## src/hw/rtl/icv_pkg.sv

```systemverilog
// ----------------------------------------------------------------------------
// icv_pkg
// Shared types and constants of the interrupt coalescing vector unit.
// ----------------------------------------------------------------------------
package icv_pkg;

   localparam int REQ_TYPE_W = 3;
   localparam int VEC_W      = 4;
   localparam int TIME_W     = 32;
   localparam int CNT_W      = 8;
   localparam int THR_W      = 8;
   localparam int WIN_W      = 16;
   localparam int MASK_W     = 16;
   localparam int CSR_ADDR_W = 2;
   localparam int CSR_DATA_W = 16;
   localparam int REQ_DATA_W = 40;
   localparam int RSP_DATA_W = 16;

   localparam logic [CNT_W-1:0] CNT_MAX = '1;

   typedef enum logic [REQ_TYPE_W-1:0] {
      REQ_RAISE       = 3'd0,
      REQ_COND_FIRE   = 3'd1,
      REQ_CLEAR       = 3'd2,
      REQ_DIRECT_FIRE = 3'd3,
      REQ_CLEAR_ALL   = 3'd4
   } req_type_type;

   typedef enum logic [CSR_ADDR_W-1:0] {
      CSR_THRESHOLD = 2'd0,
      CSR_WINDOW    = 2'd1,
      CSR_ENABLE    = 2'd2,
      CSR_CONNECTED = 2'd3
   } csr_addr_type;

   typedef enum logic {
      ST_IDLE = 1'b0,
      ST_EXEC = 1'b1
   } ctl_state_type;

   typedef struct packed {
      logic capture;
      logic execute;
   } ctl_cmd_type;

   typedef struct packed {
      logic rsp_full;
   } dp_status_type;

endpackage

```

## src/hw/rtl/icv_ctrl.sv

```systemverilog
// ----------------------------------------------------------------------------
// icv_ctrl
// Request sequencer: takes an item, runs it through the datapath once the
// result register can take the outcome.
// ----------------------------------------------------------------------------
module icv_ctrl (
   input  logic                   clock,
   input  logic                   reset,
   input  logic                   req_tvalid,
   output logic                   req_tready,
   input  logic                   rsp_tready,
   input  icv_pkg::dp_status_type status,
   output icv_pkg::ctl_cmd_type   cmd
);
   import icv_pkg::*;

   ctl_state_type state_ff;
   ctl_state_type state_in;
   logic          out_free;

   assign out_free = !status.rsp_full || rsp_tready;

   always_comb begin
      state_in = state_ff;
      unique case (state_ff)
         ST_IDLE: begin
            if (req_tvalid) state_in = ST_EXEC;
         end
         ST_EXEC: begin
            if (out_free && !req_tvalid) state_in = ST_IDLE;
         end
         default: state_in = ST_IDLE;
      endcase
   end

   always_comb begin
      cmd        = '0;
      req_tready = 1'b0;
      unique case (state_ff)
         ST_IDLE: begin
            req_tready = 1'b1;
         end
         ST_EXEC: begin
            cmd.execute = out_free;
            req_tready  = out_free;
         end
         default: begin
            req_tready = 1'b0;
         end
      endcase
      cmd.capture = req_tvalid && req_tready;
   end

   always_ff @(posedge clock) begin
      if (reset) begin
         state_ff <= ST_IDLE;
      end else begin
         state_ff <= state_in;
      end
   end

endmodule

```

## src/hw/rtl/icv_datapath.sv

```systemverilog
// ----------------------------------------------------------------------------
// icv_datapath
// Per-vector pending counts and last fire times, coalescing decision,
// configuration registers and result register.
// ----------------------------------------------------------------------------
module icv_datapath #(
   parameter int VECTORS = 16
) (
   input  logic                                 clock,
   input  logic                                 reset,
   input  icv_pkg::ctl_cmd_type                 cmd,
   output icv_pkg::dp_status_type               status,
   input  logic [icv_pkg::REQ_TYPE_W-1:0]       in_req_type,
   input  logic [icv_pkg::VEC_W-1:0]            in_vector,
   input  logic [icv_pkg::TIME_W-1:0]           in_now,
   input  logic                                 csr_we,
   input  logic [icv_pkg::CSR_ADDR_W-1:0]       csr_addr,
   input  logic [icv_pkg::CSR_DATA_W-1:0]       csr_wdata,
   input  logic                                 rsp_tready,
   output logic                                 rsp_tvalid,
   output logic                                 out_fired,
   output logic                                 out_signalled,
   output logic [icv_pkg::CNT_W-1:0]            out_pending
);
   import icv_pkg::*;

   localparam int REACH = 1 << VEC_W;
   localparam int DEPTH = (VECTORS < REACH) ? VECTORS : REACH;
   localparam int IDX_W = (DEPTH > 1) ? $clog2(DEPTH) : 1;

   logic [REQ_TYPE_W-1:0] req_type_ff;
   logic [VEC_W-1:0]      vec_ff;
   logic [TIME_W-1:0]     now_ff;

   logic [CNT_W-1:0]      cnt_ff  [DEPTH];
   logic [CNT_W-1:0]      cnt_in  [DEPTH];
   logic [TIME_W-1:0]     last_ff [DEPTH];
   logic [TIME_W-1:0]     last_in [DEPTH];

   logic [THR_W-1:0]      thr_ff;
   logic [WIN_W-1:0]      win_ff;
   logic [MASK_W-1:0]     en_ff;
   logic [MASK_W-1:0]     conn_ff;

   logic                  rsp_valid_ff;
   logic                  fired_ff;
   logic                  sig_ff;
   logic [CNT_W-1:0]      pend_ff;

   logic                  in_range;
   logic [IDX_W-1:0]      idx;
   logic [CNT_W-1:0]      cur_cnt;
   logic [TIME_W-1:0]     delta;
   logic                  held;
   logic                  fire;
   logic                  conn;
   logic [CNT_W-1:0]      new_cnt;

   assign in_range = 32'(vec_ff) < VECTORS;
   assign idx      = IDX_W'(vec_ff);
   assign cur_cnt  = in_range ? cnt_ff[idx] : '0;
   assign delta    = now_ff - (in_range ? last_ff[idx] : '0);
   assign conn     = conn_ff[vec_ff];
   assign held     = en_ff[vec_ff] && (cur_cnt < thr_ff)
                     && (delta < TIME_W'(win_ff));

   always_comb begin
      cnt_in  = cnt_ff;
      last_in = last_ff;
      fire    = 1'b0;
      new_cnt = cur_cnt;
      if (in_range) begin
         case (req_type_type'(req_type_ff))
            REQ_RAISE: begin
               if (cur_cnt != CNT_MAX) new_cnt = cur_cnt + 1'b1;
               cnt_in[idx] = new_cnt;
            end
            REQ_COND_FIRE: begin
               if (cur_cnt != '0 && !held) begin
                  fire         = 1'b1;
                  new_cnt      = '0;
                  cnt_in[idx]  = '0;
                  last_in[idx] = now_ff;
               end
            end
            REQ_CLEAR: begin
               new_cnt      = '0;
               cnt_in[idx]  = '0;
               last_in[idx] = now_ff;
            end
            REQ_DIRECT_FIRE: begin
               fire = 1'b1;
            end
            REQ_CLEAR_ALL: begin
               new_cnt = '0;
               for (int i = 0; i < DEPTH; i++) begin
                  cnt_in[i]  = '0;
                  last_in[i] = '0;
               end
            end
            default: begin
               new_cnt = cur_cnt;
            end
         endcase
      end
   end

   always_ff @(posedge clock) begin
      if (cmd.capture) begin
         req_type_ff <= in_req_type;
         vec_ff      <= in_vector;
         now_ff      <= in_now;
      end
      if (cmd.execute) begin
         fired_ff <= fire;
         sig_ff   <= fire && conn && in_range;
         pend_ff  <= new_cnt;
      end
   end

   always_ff @(posedge clock) begin
      if (reset) begin
         for (int i = 0; i < DEPTH; i++) begin
            cnt_ff[i]  <= '0;
            last_ff[i] <= '0;
         end
         thr_ff       <= THR_W'(1);
         win_ff       <= '0;
         en_ff        <= '0;
         conn_ff      <= '0;
         rsp_valid_ff <= 1'b0;
      end else begin
         if (cmd.execute) begin
            cnt_ff  <= cnt_in;
            last_ff <= last_in;
         end
         if (csr_we) begin
            unique case (csr_addr_type'(csr_addr))
               CSR_THRESHOLD: thr_ff  <= csr_wdata[THR_W-1:0];
               CSR_WINDOW:    win_ff  <= csr_wdata[WIN_W-1:0];
               CSR_ENABLE:    en_ff   <= csr_wdata[MASK_W-1:0];
               CSR_CONNECTED: conn_ff <= csr_wdata[MASK_W-1:0];
               default:       thr_ff  <= thr_ff;
            endcase
         end
         if (cmd.execute) begin
            rsp_valid_ff <= 1'b1;
         end else if (rsp_tready) begin
            rsp_valid_ff <= 1'b0;
         end
      end
   end

   assign status.rsp_full = rsp_valid_ff;
   assign rsp_tvalid      = rsp_valid_ff;
   assign out_fired       = fired_ff;
   assign out_signalled   = sig_ff;
   assign out_pending     = pend_ff;

endmodule

```

## src/hw/rtl/interrupt_coalescing_vectors_unit.sv

```systemverilog
// Accept captures the item into the request registers; execute then loads the
// result register and raises rsp_tvalid. Throughput: 1 item per cycle while
// rsp_tready stays high; the single result register holds one item and stalls
// the execute stage while it is full and rsp_tready is low.
// Reset (synchronous, active high): all pending counts and last fire times
// zero, threshold 1, window 0, enable and connected masks clear.
// ----------------------------------------------------------------------------
// interrupt_coalescing_vectors_unit
// Per-vector interrupt coalescing: raise, conditional fire, clear, direct
// fire and clear all, one result item per request item.
// ----------------------------------------------------------------------------
module interrupt_coalescing_vectors_unit #(
   parameter int VECTORS = 16
) (
   input  logic                               clock,
   input  logic                               reset,
   input  logic                               req_tvalid,
   output logic                               req_tready,
   // [2:0] req_type
   input  logic [icv_pkg::REQ_TYPE_W-1:0]     req_tuser,
   // [3:0] vector_index, [35:4] now_us, [39:36] zero
   input  logic [icv_pkg::REQ_DATA_W-1:0]     req_tdata,
   output logic                               rsp_tvalid,
   input  logic                               rsp_tready,
   // [0] fired, [1] signalled, [9:2] pending_after, [15:10] zero
   output logic [icv_pkg::RSP_DATA_W-1:0]     rsp_tdata,
   input  logic                               csr_we,
   input  logic [icv_pkg::CSR_ADDR_W-1:0]     csr_addr,
   input  logic [icv_pkg::CSR_DATA_W-1:0]     csr_wdata
);
   import icv_pkg::*;

   ctl_cmd_type   cmd;
   dp_status_type status;
   logic          out_fired;
   logic          out_signalled;
   logic [CNT_W-1:0] out_pending;

   icv_ctrl u_ctrl (
      .clock      (clock),
      .reset      (reset),
      .req_tvalid (req_tvalid),
      .req_tready (req_tready),
      .rsp_tready (rsp_tready),
      .status     (status),
      .cmd        (cmd)
   );

   icv_datapath #(
      .VECTORS (VECTORS)
   ) u_datapath (
      .clock         (clock),
      .reset         (reset),
      .cmd           (cmd),
      .status        (status),
      .in_req_type   (req_tuser),
      .in_vector     (req_tdata[VEC_W-1:0]),
      .in_now        (req_tdata[VEC_W+TIME_W-1:VEC_W]),
      .csr_we        (csr_we),
      .csr_addr      (csr_addr),
      .csr_wdata     (csr_wdata),
      .rsp_tready    (rsp_tready),
      .rsp_tvalid    (rsp_tvalid),
      .out_fired     (out_fired),
      .out_signalled (out_signalled),
      .out_pending   (out_pending)
   );

   assign rsp_tdata = {(RSP_DATA_W-CNT_W-2)'(0), out_pending, out_signalled, out_fired};

   a_sig_needs_fire : assert property (@(posedge clock) disable iff (reset)
      rsp_tvalid |-> !(rsp_tdata[1] && !rsp_tdata[0]))
      else $error("signalled without fired");

   a_accept_runs : assert property (@(posedge clock) disable iff (reset)
      req_tvalid && req_tready |=> u_ctrl.state_ff == ST_EXEC)
      else $error("accepted item not executed");

   a_exec_loads : assert property (@(posedge clock) disable iff (reset)
      cmd.execute |=> rsp_tvalid)
      else $error("executed item produced no result");

endmodule
```

## config.mk

```make
export PLATFORM = sky130hd
export DESIGN_NAME = interrupt_coalescing_vectors_unit
export DESIGN_NICKNAME = d
export VERILOG_FILES = /design/src/hw/rtl/icv_pkg.sv /design/src/hw/rtl/icv_ctrl.sv /design/src/hw/rtl/icv_datapath.sv /design/src/hw/rtl/interrupt_coalescing_vectors_unit.sv
export SDC_FILE = /design/constraint.sdc
export NUM_CORES = 2
export LEC_CHECK = 0
export BUFFER_PORTS_ARGS = -buffer_cell sky130_fd_sc_hd__buf_2
export CAP_MARGIN = 20
export CORE_ASPECT_RATIO = 0.5
export CORE_MARGIN = 2
export CORE_UTILIZATION = 50
export DETAILED_ROUTE_END_ITERATION = 7
export PLACE_DENSITY = 0.71
export SETUP_SLACK_MARGIN = 0.05
export SYNTH_ARGS = -nofsm -noshare
export SYNTH_HDL_FRONTEND = slang
export SYNTH_SLANG_ARGS = --single-unit
```

## constraint.sdc

```tcl
create_clock -name clock -period 7.1 [get_ports clock]
set_input_delay 0.355 -clock clock [delete_from_list [all_inputs] [get_ports clock]]
set_output_delay 0.355 -clock clock [all_outputs]
set_load 0.02 [all_outputs]
```

Word-level counts from Yosys, hierarchy flattened
Cells that the tools add are included.

word-level totals
  flip-flop bits (word level) = 747
  logic and storage cells = 121
  output and inout bits = 18
  input bits = 66

operators by class
  add/subtract/negate cells = 2
  bitwise operators = 4
  reductions and logical operators = 24
  muxes and demuxes = 33
  magnitude comparators = 5
  eq/ne operators = 9

operators with widths
  cell                                                            number
  512-bit one-hot mux with 3 select lines                         1
  512-bit bitwise mux                                             1
  512-bit two-way mux                                             1
  128-bit one-hot mux with 4 select lines                         1
  128-bit bitwise AND                                             1
  32-bit binary-select mux with 4-bit select                      1
  128-bit bitwise mux                                             1
  32-bit demux with 4-bit select                                  1
  128-bit two-way mux                                             1
  128-bit inverter                                                1
  32-bit two-way mux                                              3
  8-bit two-way mux                                               6
  8-bit binary-select mux with 4-bit select                       1
  8-bit demux with 4-bit select                                   1
  32-bit by 16-bit < comparator with 1-bit output                 1
  32-bit subtractor                                               1
  8-bit one-hot mux with 3 select lines                           1
  8-bit by 1-bit adder with 8-bit output (second input constant)  1
  1-bit binary-select mux with 4-bit select                       2
  8-bit < comparator                                              1
  1-bit two-way mux                                               8
  8-bit != test (second input constant)                           1
  2-bit AND reduction                                             4
  8-bit nonzero test                                              1
  22 further kinds                                                35

Longest topological paths before layout
  word-level depth = 12
  mapped depth = 30
  gate-level depth less buffers = 22

Hierarchy
From an unflattened synthesis, not the netlist that was laid out.

unflattened totals
  cells, all modules = 3534
  area total of the unflattened synthesis = 35006.1 um^2

by module, submodules not included
  module                             times used  area an instance (um^2)  seq. area each (um^2)  cells each
  icv_datapath                       1           34869.7                  15424.8                3518
  icv_ctrl                           1           72.6                     20.0                   7
  interrupt_coalescing_vectors_unit  1           63.8                     0.0                    9

Worst setup path after synthesis
No wires, ideal clock.

  kind = register -> register
  from = reg u_datapath.vec_ff[0], in the netlist u_datapath.idx[0]
  to = reg u_datapath.last_ff[290] (netlist name)
  data arrival time = 7296 ps
  path slack = -313 ps
  setup time = 117 ps
  required time = 6983 ps
  clock period less this slack = 7413 ps
  stages on the path, launching flop included = 31
  cell sequence = edfxtp_1 clkbuf_1 buf_2 buf_2 clkbuf_1 buf_1 buf_1 mux4_2 mux4_2 inv_1 ha_1 a21oi_1 nand2_1 o21ai_0 o21bai_1 a21oi_1 xnor2_1 ha_1 nand4_1 nor4_1 o31ai_1 o2111ai_1 nor4bb_1 nand4_1 or4_1 nor4_4 o31ai_2 and2_0 clkbuf_1 buf_2 a22o_1

on the way
  cells in the longest elaborated chain, start to end = 11
  elaborated cells between the ends (all ways) = 27

ends and longest elaborated chain
  item                                                                                                     line                                    text
  from (decl)                                                                                              icv_datapath.sv:32                      logic [VEC_W-1:0] vec_ff;
  from (signal assigned)                                                                                   icv_datapath.sv:111                     vec_ff <= in_vector;
  4-bit inverter with 5-bit output (not written as such)                                                   -
  32-bit binary-select mux with 4-bit select or 8-bit binary-select mux with 4-bit select (tied branches)  icv_datapath.sv:62, icv_datapath.sv:61
  32-bit two-way mux (not written as such) or 8-bit two-way mux (tied branches) (2 in series)              icv_datapath.sv:62, icv_datapath.sv:61
  32-bit subtractor or 8-bit < comparator (tied branches)                                                  icv_datapath.sv:62, icv_datapath.sv:64
  32-bit by 16-bit < comparator with 1-bit output or 1-bit logical AND (tied branches)                     icv_datapath.sv:65, icv_datapath.sv:64
  1-bit logical AND                                                                                        icv_datapath.sv:65                      && (delta < TIME_W'(win_ff));
  1-bit zero test                                                                                          icv_datapath.sv:79                      if (cur_cnt != '0 && !held) begin
  1-bit logical AND                                                                                        icv_datapath.sv:79
  2-bit by 1-bit != test with 1-bit output (no source line)                                                -
  3-bit AND reduction (no source line)                                                                     -
  to (signal assigned)                                                                                     icv_datapath.sv:135                     last_ff <= last_in;
  to (decl)                                                                                                icv_datapath.sv:37                      logic [TIME_W-1:0] last_ff [DEPTH];

Several ways; a longest one is shown, not always the timed one. The select of a mux whose other input is x is not followed.
A chain may end at the register's enable or synchronous reset.

Worst setup path after layout
  from = reg u_datapath.vec_ff[0], in the netlist u_datapath.idx[0]
  to = reg u_datapath.last_ff[75] (netlist name)

Same word-level chain as after synthesis.

==> reports/results.txt <==
status: completed
largest net degree at the start of global routing: 104
DP HPWL: 56.5 mm
CTS root buffer: clkbuf_16
routed len/inst: 26.8 um
Place WS: 91.4 ps
Post-synth top flop: dfxtp_1
synth unique cells: 70
CTS tree: yes
sequential share of the synthesized area: 47.9%
Mean Syn Cell Area: 11.5 um^2
CP endpoint kind: flop
Num CTS Buffers: 67
register share of total power: 49.1%
reg2reg setup slack: 210 ps
via count: 24,900
antenna-violating nets left: 0
Fill cells: 5,126
P_sw: 2.16 mW
Cell Area, Placed: 33,700 um^2
Max stage delay cell, worst path: mux4_2
Slew @ Worst Pin: 1140 ps
Synth area leaders: dfxtp_1, mux4_2, o2bb2ai_1, edfxtp_1, o32ai_1
synth warn: 0
FP Rows: 65
worst-path maximum fanout: 32
R2R depth: 27
number of flops mapped to enable cells by yosys: 49
diodes inserted: 0
Hold Path Sink: u_datapath.en_ff[15]
initial core utilization: 50.9%
GP Congestion: 0.920
clock period minus worst slack: 6890 ps
Int Pwr: 6.60 mW
Comb power frac: 8.2%
Worst-path clk slew: 70 ps
drt pass-1 iters: 5
WP buf/inv: 7
Max Cap Viol: 0
worst skew pair latency: 620 ps
DRC errors left: 0
RSZ-0062 raised after global routing: yes
crit path kind: flop to flop
Final Hold Viols: 0
relative slew slack: 24.2%
total gr overflow: 0
Achievable Freq: 145 MHz
DRT iter0 DRCs: 2,953
Tightest Hold Check Type: primary input to flop
vias in the first global route: 24,200
Max clock buf depth: 3
I/O Buffers: 73
hold slack: 30.3 ps
Synth Instances: 2,808
Yosys top cell by area: dfxtp_1
Final Worst Setup Slack: 212 ps
IO Count: 84
Core Box Area: 63,400 um^2
VDD IR-drop max: 0.147 mV
share of cells above drive strength 1: 18.8%
clock share of power: 42.8%
Routed WL: 99.3 mm
fin crit share: 97.0%
Max H-tree Level: 3
Synth Cell Area: 32,300 um^2
Post-synth ARST share: 0%
CTS sink count: 747
initial antenna violation count: 0
vias per inst: 6.70
RR Startpoint: u_datapath.idx[0]
Max Slew Vio Count: 0
first-pass GRT wire length: 148 mm
die footprint: 66,700 um^2
nets: 2,946
Area Growth Syn to Fin: 13.7%
type of origin of the critical path: flop
pwr/cell area: 239 nW/um^2
P_leak: 12.3 nW
# setup viols final: 0
Die Ht: 184 um
Top Family by Delay on Critical Path: simple AND/OR/NAND/NOR gates
FF-to-FF End: u_datapath.last_ff[75]
critical path's largest stage delay: 530 ps
hold_sp: csr_wdata[15]
FF+latch count, synth: 747
switch share: 24.7%
Clock Skew: 24.6 ps
final setup TNS: 0 ps
post-layout instance area: 36,700 um^2
Yosys top cell area share: 43.3%
crit path DAT: 7400 ps
worst endpoint required time: 7620 ps
post-layout util: 57.8%
GRT Overall Usage: 29.0%
worst hold stages: 3
die width: 363 um
-- registers in the layout, summed over array words and instances, names as in the netlist, 3 cells and up --
signal                  flops
u_datapath.cnt_ff         128
u_datapath.win_ff          16
u_datapath.out_pending      8
u_datapath.now_ff          32
u_datapath.thr_ff           8
u_datapath.req_type_ff      3
u_datapath.en_ff           16
u_datapath.last_ff        512
u_datapath.conn_ff         16
u_datapath.idx              4
-- cells in the mapped netlist (all sizes together), types with 4 or more instances --
cell type    n
a211o        4
a211oi       5
a21o        12
a21oi      110
a22o        64
a22oi        5
and2         5
and3        35
buf        133
clkbuf     134
dfxtp      698
edfxtp      49
ha          57
inv        184
mux2i        6
mux4       208
nand2      174
nand2b      23
nand3       47
nand4       12
nor2        77
nor2b        8
nor3        17
nor4         5
o211ai       5
o21a        12
o21ai       50
o21bai       5
o22ai       33
o2bb2ai    446
o31ai        4
o32ai      115
xnor2       13
xor2        11
-- logic make-up (layout without fill, tap and decap cells) --
kind of cell    count (synthesis)  count (layout)  synth area share, %
fa+ha+maj                      58              58                 2.27
flops                         747             747                 47.9
compound gates                889             889                 22.3
xor+xnor                       24              24                0.651
buf+inv                       451             514                 5.99
simple gates                  423             423                 6.14
other cells                     1               6               0.0116
mux                           215             215                 14.7
-- worst reg2reg max path: stages (launching register included) --
cell and delay (ps):
edfxtp_1 380, buf_12 200, buf_16 210, buf_6 250, mux4_2 540, mux4_2 490
inv_1 140, ha_1 340, nand2_1 210, nor3_1 60, o21ai_1 160, nand3_1 210
xor2_2 240, ha_1 290, nand4_1 180, nor4_1 80, o31ai_1 120, o2111ai_1 170
nor4bb_1 370, nand4_1 130, or4_4 470, nor4_4 400, buf_6 190, o21ai_4 90
buf_4 220, o22ai_4 170, buf_12 300, o2bb2ai_1 190
-- cell usage in the layout, fill, tap and decap left out, drive strengths merged, types with 5 or more instances in the layout --
cell and instances:
clkinvlp 5, clkinv 10, nor2 77, nand4 12, mux4 208, clkbuf 103, a21oi 110, o2bb2ai 446
a22o 64, inv 191, a211oi 5, a22oi 5, mux2i 6, ha 57, a21o 12, edfxtp 49
o32ai 115, nand2 174, o211ai 5, conb 6, xnor2 13, o21a 12, nand3 47, nor3 17
nand2b 23, o21ai 50, buf 161, and2 5, dlygate4sd3 40, nor2b 8, and3 35, dfxtp 698
o22ai 33, o21bai 5, xor2 11, nor4 5
-- metal layers --
metal | track usage, % | vias to the layer above | routed length [um]
met5 | 0 | - | 0
met4 | 9.44 | 0 | 3460
met3 | 7.80 | 224 | 11000
met2 | 44.9 | 1329 | 44300
met1 | 39.5 | 12500 | 40600
li1 | - | 10800 | -
-- per-stage QoR --
| stage | cells | power [mW] |
|---|---|---|
| after global routing | 3713 | 9.00 |
| after floorplan | 2813 | 4.80 |
| after detailed placement | 3536 | 5.05 |
| final | 3713 | 8.76 |
| after CTS | 3699 | 8.75 |
| after global placement | 3536 | 5.05 |
-- how the worst max path moves through the flow --
stage	start	end	slack (ps)	cells after the start
2_1_floorplan	u_datapath.idx[0]	u_datapath.last_ff[290]	70	29
6_report	u_datapath.idx[0]	u_datapath.last_ff[75]	210	27
5_1_grt	u_datapath.idx[0]	u_datapath.last_ff[123]	-40	28
3_3_place_gp	u_datapath.idx[0]	u_datapath.last_ff[133]	90	27
3_5_place_dp	u_datapath.idx[0]	u_datapath.last_ff[194]	90	26
4_1_cts	u_datapath.idx[0]	u_datapath.last_ff[206]	60	26
-- power by group through the flow --
stage	sequential [mW]	clock [mW]	combinational, mW
after global placement	4.39	0	0.654
after detailed placement	4.39	0	0.660
after CTS	4.30	3.77	0.678
after floorplan	4.38	0	0.417
final	4.30	3.75	0.715
after global routing	4.30	3.96	0.747
-- what timing repair did --
item                                   in CTS  in global routing
hold buffers                               40                  0
endpoints found under the hold margin      40                  0
setup endpoints to repair                   0                645
buffers inserted                            0                  6
resized for setup                           0                 32
-- final cells by class --
class | instances | area [um^2] | area share [%]
clock buffer | 97 | 1950 | 5.32
timing repair buffer | 207 | 2150 | 5.85
inverter | 184 | 691 | 1.88
sequential | 747 | 15400 | 42.1
multi-input combinational | 1615 | 15100 | 41.2
clock inverter | 26 | 288 | 0.784
tap | 837 | 1050 | 2.85
Note: power is estimated with default switching activity, not from simulation.
